`config.mk`:
```
export PLATFORM = sky130hd
export DESIGN_NAME = reliable_udp_receiver_connection_top_flat
export DESIGN_NICKNAME = d
export VERILOG_FILES = /design/src/hw/rtl/rurc_pkg.sv /design/src/hw/rtl/rurc_req_if.sv /design/src/hw/rtl/rurc_res_if.sv /design/src/hw/rtl/rurc_cfg.sv /design/src/hw/rtl/rurc_core.sv /design/src/hw/rtl/rurc_resq.sv /design/src/hw/rtl/reliable_udp_receiver_connection_top.sv /design/src/flat_wrapper.sv
export SDC_FILE = /design/constraint.sdc
export NUM_CORES = 1
export LEC_CHECK = 0
export BUFFER_PORTS_ARGS = -buffer_cell sky130_fd_sc_hd__buf_2
export CAP_MARGIN = 20
export CORE_MARGIN = 3
export CORE_UTILIZATION = 53
export DETAILED_ROUTE_END_ITERATION = 16
export PLACE_DENSITY_LB_ADDON = 0.2
export SYNTH_ARGS = -nofsm -noshare
export SYNTH_HDL_FRONTEND = slang
export SYNTH_SLANG_ARGS = --single-unit
```
`constraint.sdc`:
```
create_clock -name clk_i -period 12.37 [get_ports clk_i]
set_input_delay 2.474 -clock clk_i [delete_from_list [all_inputs] [get_ports clk_i]]
set_output_delay 2.474 -clock clk_i [all_outputs]
set_load 0.02 [all_outputs]
```
`src/hw/rtl/rurc_pkg.sv`:
```
// ----------------------------------------------------------------------------
// rurc_pkg
// Shared types, constants and helpers of the datagram connection receiver.
// ----------------------------------------------------------------------------
package rurc_pkg;

  // Default largest payload taken per packet (longer payloads are truncated)
  localparam int unsigned MaxPayloadDef = 1024;

  // Configuration register reset values
  localparam logic [15:0] WindowRst = 16'hFFFF;
  localparam logic [15:0] ResendRst = 16'd5000;

  // APB address width: two 32-bit registers at byte offsets 0 and 4
  localparam int unsigned PaddrW = 3;

  // Result queue geometry
  localparam int unsigned QDepth = 4;
  localparam int unsigned QPtrW  = 2;
  localparam int unsigned QCntW  = 3;

  // Register indexes
  typedef enum logic {
    REG_WINDOW = 1'b0,
    REG_RESEND = 1'b1
  } reg_idx_e;

  // Connection phases
  typedef enum logic [2:0] {
    PH_WAIT_SYN    = 3'd0,
    PH_WAIT_ACK    = 3'd1,
    PH_DATA        = 3'd2,
    PH_WAIT_FINACK = 3'd3,
    PH_CLOSED      = 3'd4
  } phase_e;

  // Input opcodes
  typedef enum logic {
    OP_PACKET = 1'b0,
    OP_TICK   = 1'b1
  } opcode_e;

  typedef struct packed {
    logic [15:0] window;
    logic [15:0] resend;
  } cfg_t;

  typedef struct packed {
    logic        opcode;
    logic        has_syn;
    logic        has_ack;
    logic        has_fin;
    logic [31:0] pkt_seq;
    logic [31:0] pkt_ack;
    logic [10:0] payload_len;
    logic        drop_request;
    logic [31:0] fresh_isn;
  } req_t;

  typedef struct packed {
    logic        out_syn;
    logic        out_ack;
    logic        out_fin;
    logic [31:0] out_seq;
    logic [31:0] out_ack_num;
    logic [15:0] out_window;
    logic        payload_accepted;
    logic [2:0]  conn_phase;
    logic        last_result;
  } res_t;

  // Results produced by one request, handed to the result queue
  typedef struct packed {
    logic [1:0] cnt;
    res_t       r0;
    res_t       r1;
  } push_t;

  function automatic res_t make_res(
    input logic        syn,
    input logic        ack,
    input logic        fin,
    input logic [31:0] seq,
    input logic [31:0] ackn,
    input logic [15:0] window,
    input logic        acc,
    input phase_e      ph,
    input logic        last
  );
    res_t r;
    r.out_syn          = syn;
    r.out_ack          = ack;
    r.out_fin          = fin;
    r.out_seq          = seq;
    r.out_ack_num      = ackn;
    r.out_window       = window;
    r.payload_accepted = acc;
    r.conn_phase       = ph;
    r.last_result      = last;
    return r;
  endfunction

endpackage

```
`src/hw/rtl/rurc_req_if.sv`:
```
// ----------------------------------------------------------------------------
// rurc_req_if
// Request channel: decoded packet header or timer tick, valid/ready.
// ----------------------------------------------------------------------------
interface rurc_req_if;
  logic        valid;
  logic        ready;
  logic        opcode;
  logic        has_syn;
  logic        has_ack;
  logic        has_fin;
  logic [31:0] pkt_seq;
  logic [31:0] pkt_ack;
  logic [10:0] payload_len;
  logic        drop_request;
  logic [31:0] fresh_isn;

  modport source (
    output valid, opcode, has_syn, has_ack, has_fin, pkt_seq, pkt_ack,
           payload_len, drop_request, fresh_isn,
    input  ready
  );

  modport sink (
    input  valid, opcode, has_syn, has_ack, has_fin, pkt_seq, pkt_ack,
           payload_len, drop_request, fresh_isn,
    output ready
  );
endinterface

```
`src/hw/rtl/rurc_res_if.sv`:
```
// ----------------------------------------------------------------------------
// rurc_res_if
// Result channel: header of one packet to send, valid/ready.
// ----------------------------------------------------------------------------
interface rurc_res_if;
  logic        valid;
  logic        ready;
  logic        out_syn;
  logic        out_ack;
  logic        out_fin;
  logic [31:0] out_seq;
  logic [31:0] out_ack_num;
  logic [15:0] out_window;
  logic        payload_accepted;
  logic [2:0]  conn_phase;
  logic        last_result;

  modport source (
    output valid, out_syn, out_ack, out_fin, out_seq, out_ack_num, out_window,
           payload_accepted, conn_phase, last_result,
    input  ready
  );

  modport sink (
    input  valid, out_syn, out_ack, out_fin, out_seq, out_ack_num, out_window,
           payload_accepted, conn_phase, last_result,
    output ready
  );
endinterface

```
`src/hw/rtl/rurc_cfg.sv`:
```
// ----------------------------------------------------------------------------
// rurc_cfg
// APB register file: advertised window and resend tick count.
// ----------------------------------------------------------------------------
module rurc_cfg (
  input  logic                        clk_i,
  input  logic                        rst_ni,
  input  logic                        psel,
  input  logic                        penable,
  input  logic                        pwrite,
  input  logic [rurc_pkg::PaddrW-1:0] paddr,
  input  logic [31:0]                 pwdata,
  output logic [31:0]                 prdata,
  output logic                        pready,
  output rurc_pkg::cfg_t              cfg_o
);

  logic [15:0]        window_q, window_d;
  logic [15:0]        resend_q, resend_d;
  logic               wr_en;
  rurc_pkg::reg_idx_e idx;

  assign pready = 1'b1;
  assign wr_en  = psel && penable && pwrite;
  assign idx    = rurc_pkg::reg_idx_e'(paddr[2]);

  // Decode writes
  always_comb begin
    window_d = window_q;
    resend_d = resend_q;
    if (wr_en) begin
      unique case (idx)
        rurc_pkg::REG_WINDOW: window_d = pwdata[15:0];
        rurc_pkg::REG_RESEND: resend_d = pwdata[15:0];
        default: ;
      endcase
    end
  end

  always_ff @(posedge clk_i or negedge rst_ni) begin
    if (!rst_ni) begin
      window_q <= rurc_pkg::WindowRst;
      resend_q <= rurc_pkg::ResendRst;
    end else begin
      window_q <= window_d;
      resend_q <= resend_d;
    end
  end

  // Read back
  always_comb begin
    unique case (idx)
      rurc_pkg::REG_WINDOW: prdata = {16'd0, window_q};
      rurc_pkg::REG_RESEND: prdata = {16'd0, resend_q};
      default:              prdata = 32'd0;
    endcase
  end

  assign cfg_o.window = window_q;
  assign cfg_o.resend = resend_q;

endmodule

```
`src/hw/rtl/rurc_core.sv`:
```
// ----------------------------------------------------------------------------
// rurc_core
// Request register and connection state machine; builds up to two result
// headers per request and pushes them into the result queue.
// ----------------------------------------------------------------------------
module rurc_core #(
  parameter int unsigned MaxPayload = rurc_pkg::MaxPayloadDef
) (
  input  logic                clk_i,
  input  logic                rst_ni,
  rurc_req_if.sink            req_i,
  input  rurc_pkg::cfg_t      cfg_i,
  input  logic                room_i,
  output rurc_pkg::push_t     push_o
);

  logic              stg_valid_q, stg_valid_d;
  rurc_pkg::req_t    stg_q;
  logic              accept;
  logic              adv;

  rurc_pkg::phase_e  phase_q, phase_d;
  logic [31:0]       next_exp_q, next_exp_d;
  logic [31:0]       own_seq_q, own_seq_d;
  logic [15:0]       idle_q, idle_d;

  logic [15:0]       idle_inc;
  logic [15:0]       limit;
  logic              expired;
  logic [31:0]       len_raw;
  logic [31:0]       len_max;
  logic [31:0]       len_w;
  logic              is_tick;
  logic              ack_match;

  // Request register: refill when empty or when its item moves on
  assign adv         = stg_valid_q && room_i;
  assign req_i.ready = !stg_valid_q || room_i;
  assign accept      = req_i.valid && req_i.ready;
  assign stg_valid_d = accept ? 1'b1 : (adv ? 1'b0 : stg_valid_q);

  always_ff @(posedge clk_i or negedge rst_ni) begin
    if (!rst_ni) begin
      stg_valid_q <= 1'b0;
    end else begin
      stg_valid_q <= stg_valid_d;
    end
  end

  always_ff @(posedge clk_i) begin
    if (accept) begin
      stg_q.opcode       <= req_i.opcode;
      stg_q.has_syn      <= req_i.has_syn;
      stg_q.has_ack      <= req_i.has_ack;
      stg_q.has_fin      <= req_i.has_fin;
      stg_q.pkt_seq      <= req_i.pkt_seq;
      stg_q.pkt_ack      <= req_i.pkt_ack;
      stg_q.payload_len  <= req_i.payload_len;
      stg_q.drop_request <= req_i.drop_request;
      stg_q.fresh_isn    <= req_i.fresh_isn;
    end
  end

  // Resend timer: a zero count acts as one
  assign idle_inc = idle_q + 16'd1;
  assign limit    = (cfg_i.resend == 16'd0) ? 16'd1 : cfg_i.resend;
  assign expired  = idle_inc >= limit;

  // Truncate oversized payloads
  assign len_raw = {21'd0, stg_q.payload_len};
  assign len_max = 32'(MaxPayload);
  assign len_w   = (len_raw > len_max) ? len_max : len_raw;

  assign is_tick   = stg_q.opcode == rurc_pkg::OP_TICK;
  assign ack_match = stg_q.has_ack && (stg_q.pkt_ack == own_seq_q + 32'd1);

  always_ff @(posedge clk_i or negedge rst_ni) begin
    if (!rst_ni) begin
      phase_q    <= rurc_pkg::PH_WAIT_SYN;
      next_exp_q <= 32'd0;
      own_seq_q  <= 32'd0;
      idle_q     <= 16'd0;
    end else begin
      phase_q    <= phase_d;
      next_exp_q <= next_exp_d;
      own_seq_q  <= own_seq_d;
      idle_q     <= idle_d;
    end
  end

  // Next state and result headers
  always_comb begin
    phase_d     = phase_q;
    next_exp_d  = next_exp_q;
    own_seq_d   = own_seq_q;
    idle_d      = idle_q;
    push_o.cnt  = 2'd0;
    push_o.r0   = '0;
    push_o.r1   = '0;
    if (adv) begin
      unique case (phase_q)
        rurc_pkg::PH_WAIT_SYN: begin
          if (!is_tick && stg_q.has_syn) begin
            next_exp_d = stg_q.pkt_seq + 32'd1;
            own_seq_d  = stg_q.fresh_isn;
            idle_d     = 16'd0;
            phase_d    = rurc_pkg::PH_WAIT_ACK;
            push_o.cnt = 2'd1;
            push_o.r0  = rurc_pkg::make_res(1'b1, 1'b1, 1'b0, stg_q.fresh_isn,
                           stg_q.pkt_seq + 32'd1, cfg_i.window, 1'b0,
                           rurc_pkg::PH_WAIT_ACK, 1'b1);
          end
        end
        rurc_pkg::PH_WAIT_ACK: begin
          if (is_tick) begin
            idle_d = expired ? 16'd0 : idle_inc;
            if (expired) begin
              push_o.cnt = 2'd1;
              push_o.r0  = rurc_pkg::make_res(1'b1, 1'b1, 1'b0, own_seq_q,
                             next_exp_q, cfg_i.window, 1'b0, phase_q, 1'b1);
            end
          end else begin
            idle_d = 16'd0;
            if (ack_match) begin
              phase_d = rurc_pkg::PH_DATA;
            end
          end
        end
        rurc_pkg::PH_DATA: begin
          if (!is_tick) begin
            if (stg_q.has_fin) begin
              // Teardown: ACK the FIN, then send our own FIN
              own_seq_d  = stg_q.fresh_isn;
              idle_d     = 16'd0;
              phase_d    = rurc_pkg::PH_WAIT_FINACK;
              push_o.cnt = 2'd2;
              push_o.r0  = rurc_pkg::make_res(1'b0, 1'b1, 1'b0, 32'd0,
                             stg_q.pkt_seq + 32'd1, cfg_i.window, 1'b0,
                             rurc_pkg::PH_WAIT_FINACK, 1'b0);
              push_o.r1  = rurc_pkg::make_res(1'b0, 1'b0, 1'b1, stg_q.fresh_isn,
                             32'd0, cfg_i.window, 1'b0,
                             rurc_pkg::PH_WAIT_FINACK, 1'b1);
            end else if (stg_q.payload_len != 11'd0 && !stg_q.drop_request) begin
              // Cumulative ACK; advance only on the in-order payload
              push_o.cnt = 2'd1;
              if (stg_q.pkt_seq == next_exp_q) begin
                next_exp_d = next_exp_q + len_w;
                push_o.r0  = rurc_pkg::make_res(1'b0, 1'b1, 1'b0, 32'd0,
                               next_exp_q + len_w, cfg_i.window, 1'b1,
                               phase_q, 1'b1);
              end else begin
                push_o.r0  = rurc_pkg::make_res(1'b0, 1'b1, 1'b0, 32'd0,
                               next_exp_q, cfg_i.window, 1'b0, phase_q, 1'b1);
              end
            end
          end
        end
        rurc_pkg::PH_WAIT_FINACK: begin
          if (is_tick) begin
            idle_d = expired ? 16'd0 : idle_inc;
            if (expired) begin
              push_o.cnt = 2'd1;
              push_o.r0  = rurc_pkg::make_res(1'b0, 1'b0, 1'b1, own_seq_q,
                             32'd0, cfg_i.window, 1'b0, phase_q, 1'b1);
            end
          end else begin
            idle_d = 16'd0;
            if (ack_match) begin
              phase_d = rurc_pkg::PH_CLOSED;
            end
          end
        end
        default: ;
      endcase
    end
  end

  // Two results come only from the FIN that starts teardown
  assert property (@(posedge clk_i) disable iff (!rst_ni)
    push_o.cnt == 2'd2 |=> phase_q == rurc_pkg::PH_WAIT_FINACK)
    else $error("double push without entering FIN wait");

  // Results are pushed only when the registered request advances
  assert property (@(posedge clk_i) disable iff (!rst_ni)
    push_o.cnt != 2'd0 |-> adv)
    else $error("push without advancing request");

  // Connection state holds while no request advances
  assert property (@(posedge clk_i) disable iff (!rst_ni)
    !adv |=> $stable(next_exp_q) && $stable(own_seq_q) && $stable(phase_q))
    else $error("state changed without a request");

  // A request held back by a full queue stays in place
  assert property (@(posedge clk_i) disable iff (!rst_ni)
    stg_valid_q && !room_i |=> stg_valid_q && $stable(stg_q))
    else $error("stalled request lost");

endmodule

```
`src/hw/rtl/rurc_resq.sv`:
```
// ----------------------------------------------------------------------------
// rurc_resq
// Small result queue: up to two headers in a cycle; one out a cycle if ready.
// ----------------------------------------------------------------------------
module rurc_resq (
  input  logic            clk_i,
  input  logic            rst_ni,
  input  rurc_pkg::push_t push_i,
  output logic            room_o,
  rurc_res_if.source      res_o
);

  rurc_pkg::res_t                mem_q [rurc_pkg::QDepth];
  logic [rurc_pkg::QPtrW-1:0]    wr_ptr_q, wr_ptr_d;
  logic [rurc_pkg::QPtrW-1:0]    rd_ptr_q, rd_ptr_d;
  logic [rurc_pkg::QCntW-1:0]    cnt_q, cnt_d;
  logic [rurc_pkg::QPtrW-1:0]    wr_ptr_nx;
  logic                          pop;
  rurc_pkg::res_t                head;

  // Room for a worst-case request of two results
  assign room_o    = cnt_q <= rurc_pkg::QCntW'(rurc_pkg::QDepth - 2);
  assign pop       = res_o.valid && res_o.ready;
  assign wr_ptr_nx = wr_ptr_q + rurc_pkg::QPtrW'(1);

  assign wr_ptr_d = wr_ptr_q + rurc_pkg::QPtrW'(push_i.cnt);
  assign rd_ptr_d = pop ? rd_ptr_q + rurc_pkg::QPtrW'(1) : rd_ptr_q;
  assign cnt_d    = cnt_q + rurc_pkg::QCntW'(push_i.cnt) - rurc_pkg::QCntW'(pop);

  always_ff @(posedge clk_i or negedge rst_ni) begin
    if (!rst_ni) begin
      wr_ptr_q <= '0;
      rd_ptr_q <= '0;
      cnt_q    <= '0;
    end else begin
      wr_ptr_q <= wr_ptr_d;
      rd_ptr_q <= rd_ptr_d;
      cnt_q    <= cnt_d;
    end
  end

  // Store pushed headers
  always_ff @(posedge clk_i) begin
    if (push_i.cnt != 2'd0) begin
      mem_q[wr_ptr_q] <= push_i.r0;
    end
    if (push_i.cnt == 2'd2) begin
      mem_q[wr_ptr_nx] <= push_i.r1;
    end
  end

  // Drive head of queue
  assign head                   = mem_q[rd_ptr_q];
  assign res_o.valid            = cnt_q != '0;
  assign res_o.out_syn          = head.out_syn;
  assign res_o.out_ack          = head.out_ack;
  assign res_o.out_fin          = head.out_fin;
  assign res_o.out_seq          = head.out_seq;
  assign res_o.out_ack_num      = head.out_ack_num;
  assign res_o.out_window       = head.out_window;
  assign res_o.payload_accepted = head.payload_accepted;
  assign res_o.conn_phase       = head.conn_phase;
  assign res_o.last_result      = head.last_result;

endmodule

```
`src/hw/rtl/reliable_udp_receiver_connection_top.sv`:
```
// ----------------------------------------------------------------------------
// reliable_udp_receiver_connection_top
// Receiver side of a datagram connection: handshake, in-order data, teardown.
// ----------------------------------------------------------------------------
// Usage:
//   req_i carries one decoded packet header or one timer tick per request
//   (valid/ready). res_o carries the headers to send, one per transfer on the
//   result channel; last_result marks the final header of a request (a FIN
//   in the data phase yields an ACK and then our own FIN).
//   The APB port sets the advertised window and the resend tick count; write
//   it only while no request is in flight.
// Timing:
//   A request is registered on acceptance and its headers are then written
//   into the result queue, whose head drives res_o. One request is taken
//   per cycle while the queue has room; a request with two headers takes
//   two transfers on res_o. The four-entry result queue sets the rate: a
//   request waits in its register until two entries are free.
// Reset and stalls:
//   Reset puts the connection in the wait-for-SYN phase and empties the
//   queue. When res_o is stalled the queue fills and req_i.ready drops;
//   nothing is lost.
// ----------------------------------------------------------------------------
module reliable_udp_receiver_connection_top #(
  parameter int unsigned MaxPayload = rurc_pkg::MaxPayloadDef
) (
  input  logic                        clk_i,
  input  logic                        rst_ni,
  rurc_req_if.sink                    req_i,
  rurc_res_if.source                  res_o,
  input  logic                        psel,
  input  logic                        penable,
  input  logic                        pwrite,
  input  logic [rurc_pkg::PaddrW-1:0] paddr,
  input  logic [31:0]                 pwdata,
  output logic [31:0]                 prdata,
  output logic                        pready
);

  rurc_pkg::cfg_t  cfg;
  rurc_pkg::push_t push;
  logic            room;

  rurc_cfg u_cfg (
    .clk_i   (clk_i),
    .rst_ni  (rst_ni),
    .psel    (psel),
    .penable (penable),
    .pwrite  (pwrite),
    .paddr   (paddr),
    .pwdata  (pwdata),
    .prdata  (prdata),
    .pready  (pready),
    .cfg_o   (cfg)
  );

  rurc_core #(
    .MaxPayload (MaxPayload)
  ) u_core (
    .clk_i  (clk_i),
    .rst_ni (rst_ni),
    .req_i  (req_i),
    .cfg_i  (cfg),
    .room_i (room),
    .push_o (push)
  );

  rurc_resq u_resq (
    .clk_i  (clk_i),
    .rst_ni (rst_ni),
    .push_i (push),
    .room_o (room),
    .res_o  (res_o)
  );

endmodule
```
`src/flat_wrapper.sv`:
```
// flat-port wrapper written by rule: the top's interface ports become plain ports
module reliable_udp_receiver_connection_top_flat 
#(
  parameter int unsigned MaxPayload = rurc_pkg::MaxPayloadDef
)
  (clk_i, rst_ni, psel, penable, pwrite, paddr, pwdata, prdata, pready, req_i_valid, req_i_opcode, req_i_has_syn, req_i_has_ack, req_i_has_fin, req_i_pkt_seq, req_i_pkt_ack, req_i_payload_len, req_i_drop_request, req_i_fresh_isn, req_i_ready, res_o_valid, res_o_out_syn, res_o_out_ack, res_o_out_fin, res_o_out_seq, res_o_out_ack_num, res_o_out_window, res_o_payload_accepted, res_o_conn_phase, res_o_last_result, res_o_ready);
  rurc_req_if req_i_i ();
  rurc_res_if res_o_i ();
  input  logic clk_i;
  input  logic rst_ni;
  input  logic psel;
  input  logic penable;
  input  logic pwrite;
  input  logic [rurc_pkg::PaddrW-1:0] paddr;
  input  logic [31:0] pwdata;
  output logic [31:0] prdata;
  output logic pready;
  input wire logic [$bits(req_i_i.valid)-1:0] req_i_valid;
  input wire logic [$bits(req_i_i.opcode)-1:0] req_i_opcode;
  input wire logic [$bits(req_i_i.has_syn)-1:0] req_i_has_syn;
  input wire logic [$bits(req_i_i.has_ack)-1:0] req_i_has_ack;
  input wire logic [$bits(req_i_i.has_fin)-1:0] req_i_has_fin;
  input wire logic [$bits(req_i_i.pkt_seq)-1:0] req_i_pkt_seq;
  input wire logic [$bits(req_i_i.pkt_ack)-1:0] req_i_pkt_ack;
  input wire logic [$bits(req_i_i.payload_len)-1:0] req_i_payload_len;
  input wire logic [$bits(req_i_i.drop_request)-1:0] req_i_drop_request;
  input wire logic [$bits(req_i_i.fresh_isn)-1:0] req_i_fresh_isn;
  output wire logic [$bits(req_i_i.ready)-1:0] req_i_ready;
  output wire logic [$bits(res_o_i.valid)-1:0] res_o_valid;
  output wire logic [$bits(res_o_i.out_syn)-1:0] res_o_out_syn;
  output wire logic [$bits(res_o_i.out_ack)-1:0] res_o_out_ack;
  output wire logic [$bits(res_o_i.out_fin)-1:0] res_o_out_fin;
  output wire logic [$bits(res_o_i.out_seq)-1:0] res_o_out_seq;
  output wire logic [$bits(res_o_i.out_ack_num)-1:0] res_o_out_ack_num;
  output wire logic [$bits(res_o_i.out_window)-1:0] res_o_out_window;
  output wire logic [$bits(res_o_i.payload_accepted)-1:0] res_o_payload_accepted;
  output wire logic [$bits(res_o_i.conn_phase)-1:0] res_o_conn_phase;
  output wire logic [$bits(res_o_i.last_result)-1:0] res_o_last_result;
  input wire logic [$bits(res_o_i.ready)-1:0] res_o_ready;
  assign req_i_i.valid = req_i_valid;
  assign req_i_i.opcode = req_i_opcode;
  assign req_i_i.has_syn = req_i_has_syn;
  assign req_i_i.has_ack = req_i_has_ack;
  assign req_i_i.has_fin = req_i_has_fin;
  assign req_i_i.pkt_seq = req_i_pkt_seq;
  assign req_i_i.pkt_ack = req_i_pkt_ack;
  assign req_i_i.payload_len = req_i_payload_len;
  assign req_i_i.drop_request = req_i_drop_request;
  assign req_i_i.fresh_isn = req_i_fresh_isn;
  assign req_i_ready = req_i_i.ready;
  assign res_o_valid = res_o_i.valid;
  assign res_o_out_syn = res_o_i.out_syn;
  assign res_o_out_ack = res_o_i.out_ack;
  assign res_o_out_fin = res_o_i.out_fin;
  assign res_o_out_seq = res_o_i.out_seq;
  assign res_o_out_ack_num = res_o_i.out_ack_num;
  assign res_o_out_window = res_o_i.out_window;
  assign res_o_payload_accepted = res_o_i.payload_accepted;
  assign res_o_conn_phase = res_o_i.conn_phase;
  assign res_o_last_result = res_o_i.last_result;
  assign res_o_i.ready = res_o_ready;
  reliable_udp_receiver_connection_top #(.MaxPayload(MaxPayload)) u_core (.clk_i(clk_i), .rst_ni(rst_ni), .req_i(req_i_i), .res_o(res_o_i), .psel(psel), .penable(penable), .pwrite(pwrite), .paddr(paddr), .pwdata(pwdata), .prdata(prdata), .pready(pready));
endmodule
```
==> run metrics, run 1 <==
Most used DFF post-synth edfxtp_1; WL met3 6450 um; commonest cells after routing, fill and taps aside o21ai_0 (323), edfxtp_1 (320), nand2_1 (262); vias per cell 6.18; Longest Clk Path Bufs 3; core area around 53000 sq um; Worst Tran Pin Value 1.17 ns; total I/O pin count 277; total CTS buffers 59; PortBufs 241; hold_sp u_core.u_resq.mem_q[3][86]$_SDFFE_PP0P_; Peak supply drop 0.000123 V; crit path max fanout between 40 and 50; met2 wire length 36600 um; largest net degree at the start of global routing around 100; ys async rst share 0.210; number of hold buffers added after cts 0; Final period util 0.499; 1st-iter DRT viols around 2200; Crit. Startpoint u_core.u_resq.rd_ptr_q[0]$_DFFE_PN0P_; first-pass GRT wire length 119000 um; Nets 2868; Synth area leader edfxtp_1; Post-DP Area 30000 sq um; DRT Wirelength 77700 um; Area contributors post-synth edfxtp_1 (34%), dfxtp_1 (10%), dfrtp_1 (9.0%); GP Congestion between 0.8 and 0.9; Initial Util 0.537; global route total overflow 0; worst clock skew roughly 0.029 ns; Power Dens Cells 200 nW/um^2; Detail Route Antenna Nets 0; Fill cells 4254; library cells used by synthesis 77; RSZ-0062 raised after global routing false; post-cts resize count 0; latest clock arrival within the worst-skew pair around 0.64 ns; MaxCap Viol Count 0; # Post-CTS Setup Buffers 0; Syn. warnings 0; Layout area overhead 12.6%; initial antenna violation count 5; Final Max Slew Viols 0; syn avg cell area between 10 and 15 sq um; Post-synth EDFFs 320; DPL Wire Length 49800 um; design area 31900 sq um; final setup violation count 0; Critical Path AT 3.70 ns; number of synthesized register bits approximately 590; most common cell after layout, fill and taps aside o21ai_0; Post-Syn Area 28300 sq um; Die Width about 240 um; H-tree depth 2; Max stage delay on crit path 0.81 ns; CP Class register to primary output; Critical Path RT 9.90 ns; DR DRC count 0; critical path startpoint category register; leakage power 0.0114 uW; die height 237 um; setup TNS 0 ns; f_max 162 MHz; sequential-to-total area share from yosys stat 0.550; final hold violations 0; Post-Synthesis Cells 2511; Clk pin slew, worst setup/hold paths about 0.060 ns; non-filler cells, final 3419; CP max stage cell buf_4; share of the synthesized area in the top cell type 0.339; CTS tree built; minimum clock period approximately 6 ns; die area 56300 sq um; Vias about 21000; drt wl/cell 22.7 um; headroom to the max-slew limit 0.217; TritonRoute pass-1 iters 5; M1 WL 32400 um; Rows 84; crit end category primary output; Hold Path Class register to register; status finished, final reports clean; placed instance count approximately 3300; crit path cell chain buf_4 > buf_4 > mux4_2 > buf_2; uppermost layer routed met5; GRT Util Overall 0.272; vias in the first global route roughly 20000; CTS root buf clkbuf_16; most used cell, CP buf_4; CTS sink count between 500 and 600; Reg-to-Reg Start u_core.u_core.idle_q[2]$_DFFE_PN0P_; share of cells above drive strength 1 0.218
## critical path, delay by kind of cell (launching register included)
family	cells	cell delay [ns]
buf+inv	3	1.66
flops	1	0.69
mux	1	0.65
## worst paths after layout
kind,slack [ns],cells past startpoint,endpoint
worst max-delay path,6.20,4,res_o_out_ack_num[30]
worst min-delay path,0.46,2,u_core.u_resq.mem_q[3][86]$_SDFFE_PP0P_
worst max register to register,6.53,17,u_core.u_resq.mem_q[1][11]$_DFFE_PP_
worst min register to register,0.46,2,u_core.u_resq.mem_q[3][86]$_SDFFE_PP0P_
max in group asynchronous,9.13,2,u_core.u_resq.rd_ptr_q[0]$_DFFE_PN0P_
min in group asynchronous,1.88,1,u_core.u_core.own_seq_q[24]$_DFFE_PN0P_
## power breakdown
| group | switching [uW] | total, uW | leakage [uW] | internal, uW |
|---|---|---|---|---|
| clock network | 759 | 1760 | 0.000943 | 997 |
| logic | 1020 | 1770 | 0.00502 | 750 |
| registers | 456 | 2860 | 0.00544 | 2410 |
## cell usage after synthesis, drive strengths merged, types with 9 or more instances
cell type  number
ha             34
buf            49
a31oi          14
a21oi          77
or3            10
nand2         264
inv            47
nor4           25
nor3           23
nand3         198
dfxtp         144
nand2b         10
xnor2          58
dfrtp         102
o21ai         327
mux2           87
o211ai          9
nor2           71
o21a           10
mux4           88
and3           22
a21o           13
dfstp          21
clkbuf        130
a22o           20
nor2b          27
a222oi         11
a211oi          9
xor2           73
or4             9
nand4          43
o31ai           9
and2           78
edfxtp        320
## flip-flops by register name, summed over array words and instances (netlist names)
name                       flops
u_core.u_core.stg_q          100
u_core.u_core.stg_valid_q      1
u_core.u_core.is_tick          1
u_core.u_cfg.resend_q         16
u_core.u_resq.rd_ptr_q         2
u_core.u_core.idle_q          16
u_core.u_resq.cnt_q            3
u_core.u_resq.wr_ptr_q         2
u_core.u_core.phase_q          3
u_core.u_core.next_exp_q      32
u_core.u_cfg.window_q         16
u_core.u_resq.mem_q          352
u_core.u_core.len_raw         11
u_core.u_core.own_seq_q       32
## cell type report
type,count,area (sq um),share of cell area
inverter,47,176,0.00553
antenna,3,7.51,0.000235
tap,688,861,0.0270
multi-input combinational,1713,11900,0.374
clock buffer,93,1760,0.0551
sequential,587,15600,0.489
clock inverter,18,140,0.00439
timing repair buffer,270,1430,0.0448
## kinds of logic after synthesis
kind of cell,after synthesis,synth area share
compound gates,548,0.113
xor+xnor,131,0.0405
fa+ha+maj,36,0.0164
buf+inv,226,0.0329
flops,587,0.550
mux,177,0.105
other cells,2,0.000265
simple gates,804,0.142
## stage by stage
stage | worst slack (ns) | hold WS, ns | power, uW | utilization
2_1_floorplan | 6.36 | 0.422 | 4050 | -
6_report | 6.20 | 0.460 | 6390 | 0.605
4_1_cts | 6.04 | 0.456 | 6420 | 0.605
3_5_place_dp | 6.46 | 0.443 | 4660 | 0.569
3_3_place_gp | 6.49 | 0.435 | 4600 | 0.569
5_1_grt | 5.89 | 0.474 | 6700 | 0.605
## layer usage
layer / GRT usage / vias up
li1: - / 9628
met1: 0.386 / 10396
met2: 0.431 / 950
met3: 0.0507 / 153
met4: 0.0854 / 4
met5: 0 / -
Power figures use the tool's default switching activity.
==> run 2: changes to the inputs <==
Clock period 12.37 ns to 5.5 ns, I/O delays scaled along.
==> run metrics, run 2 (synthesis gave the netlist of run 1 again) <==
Layout area overhead 13.6%; crit path cell chain and3_1 > and3_1 > nand2_1 > or3_1 > xnor2_1 > ha_1 > a21oi_1 > o21a_1 > a21oi_1 > nor2b_1 > nor3_1 > o31ai_1 > buf_4 > ha_1 > inv_1 > ha_1 > inv_1 > fa_1 > xor2_1 > xnor2_1; drt wl/cell 22.9 um (+0.84%); vias per cell 6.19 (+0.23%); die height 237 um (unchanged); initial antenna violation count 1 (-4); vias in the first global route 20665 (+0.92%); Critical Path AT 5.23 ns (+1.53 ns); DPL Wire Length 50600 um (+1.7%); placed instance count 3312 (+0.21%); met1 Use GR 0.394 (+0.00835); post-cts resize count 0 (unchanged); CP delay by family, top simple AND/OR/NAND/NOR gates; Nets 2880 (+0.42%); Largest regs u_core.u_resq.mem_q: 352 flops, u_core.u_core.stg_q: 100 flops; CP max stage cell nor3_1; DRT Wirelength 78600 um (+1.2%); f_max 211 MHz; non-filler cells, final 3430 (+0.32%); Fill cells 4182 (-1.7%); Worst Tran Pin Value 1.08 ns (-0.0895 ns); design area 32200 sq um (+0.85%); setup TNS 0 ns (unchanged); TritonRoute pass-1 iters 8 (+3); Longest Clk Path Bufs 3 (unchanged); Critical Path RT 6.00 ns (-3.90 ns); # Post-CTS Setup Buffers 0 (unchanged); Initial Util 0.537 (unchanged); GP Congestion 0.920 (+4.1%); Power Dens Cells 449 nW/um^2 (+120%); PortBufs 241 (unchanged); most used cell, CP ha_1; global route total overflow 0 (unchanged); Peak supply drop 0.000335 V (+170%); core area 52800 sq um (unchanged); Hold Path Class register to register; Post-DP Area 30100 sq um (+0.37%); number of hold buffers added after cts 0 (unchanged); crit path max fanout 6 (-86%); die area 56300 sq um (unchanged); worst clock skew 0.0279 ns (-0.00107 ns); DR DRC count 0 (unchanged); crit end category register; total I/O pin count 277 (unchanged); CTS tree built; final hold violations 0 (unchanged); Final Max Slew Viols 0 (unchanged); headroom to the max-slew limit 0.277 (+0.0598); hold_sp u_core.u_resq.mem_q[3][24]$_SDFFE_PP0P_; Reg-to-Reg Start u_core.u_core.idle_q[2]$_DFFE_PN0P_; Seq. cell area 15600 sq um (unchanged); CTS root buf clkbuf_16; Rows 84 (unchanged); latest clock arrival within the worst-skew pair 0.63 ns (about the same); met2 usage 0.438 (+0.00769); status finished, final reports clean; Final period util 0.860; Crit. Startpoint u_core.u_core.idle_q[2]$_DFFE_PN0P_; CP bufs+invs 3 (unchanged); share of cells above drive strength 1 0.222 (+0.00460); final setup violation count 0 (unchanged); Die Width 237 um (unchanged); Detail Route Antenna Nets 0 (unchanged); MaxCap Viol Count 0 (unchanged); met3 usage 0.0481 (-0.00255); minimum clock period 4.73 ns; largest register by flop count u_core.u_resq.mem_q; CTS sink count 587 (unchanged); CP Class register to register; Vias 21247 (+0.55%); Clk pin slew, worst setup/hold paths 0.07 ns (about the same); total CTS buffers 58 (-1.7%); RSZ-0062 raised after global routing false; critical path startpoint category register; largest net degree at the start of global routing 104 (unchanged); leakage power 0.0115 uW (+1.1%); 1st-iter DRT viols 2181 (-0.68%); commonest cells after routing, fill and taps aside o21ai_0 (323), edfxtp_1 (320), nand2_1 (264); GRT Util Overall 0.275 (+0.00304); H-tree depth 2 (unchanged); Most Used Layer, Global Route met2; most common cell after layout, fill and taps aside o21ai_0; first-pass GRT wire length 121000 um (+1.2%); multi-input combinational cell area 11900 sq um (about the same); max reg flops 352 (unchanged); Max stage delay on crit path 0.67 ns (-0.14 ns)
## run 2: report_power, final
part,switching (uW),internal (uW),leakage (uW)
clock,1740,2240,0.000945
combinational,2320,1720,0.00515
sequential,1020,5410,0.00544
total,5080,9370,0.0115
## run 2: worst paths after layout
kind | to | slack [ns] | cells after the start
setup / recovery | u_core.u_resq.cnt_q[2]$_DFF_PN0_ | 0.77 | 20
hold / removal | u_core.u_resq.mem_q[3][24]$_SDFFE_PP0P_ | 0.47 | 2
setup reg to reg | u_core.u_resq.cnt_q[2]$_DFF_PN0_ | 0.77 | 20
hold reg to reg | u_core.u_resq.mem_q[3][24]$_SDFFE_PP0P_ | 0.47 | 2
max in group asynchronous | u_core.u_cfg.resend_q[11]$_DFFE_PN0P_ | 3.73 | 2
min in group asynchronous | u_core.u_core.own_seq_q[24]$_DFFE_PN0P_ | 0.58 | 1
## run 2: metal layers
layer	vias up	routed length (um)
li1	9633	-
met1	10511	33100
met2	961	36900
met3	142	6800
met4	0	1850
met5	-	0
## run 2: worst min-delay path, cell delays in order (launching register included)
cell	delay, ns
dfxtp_1	0.32
nand3_1	0.06
o21ai_0	0.06
## run 2: cell type report
cell class / count / area share
clock buffers: 85 / 0.0527
clock inverters: 24 / 0.00684
flip-flops and latches: 587 / 0.485
repair buffers: 283 / 0.0525
inverters: 47 / 0.00548
diodes: 3 / 0.000233
multi-input cells: 1713 / 0.371
well taps: 688 / 0.0267
## run 2: stage by stage
| step | total power, uW | utilization | setup slack, ns | hold WS [ns] |
|---|---|---|---|---|
| after floorplan | 9100 | - | 0.429 | 0.422 |
| after global placement | 10400 | 0.571 | 0.853 | 0.436 |
| after detailed placement | 10500 | 0.571 | 0.832 | 0.453 |
| after CTS | 14500 | 0.607 | 0.766 | 0.464 |
| after global routing | 15100 | 0.610 | 0.422 | 0.483 |
| final | 14400 | 0.610 | 0.770 | 0.469 |
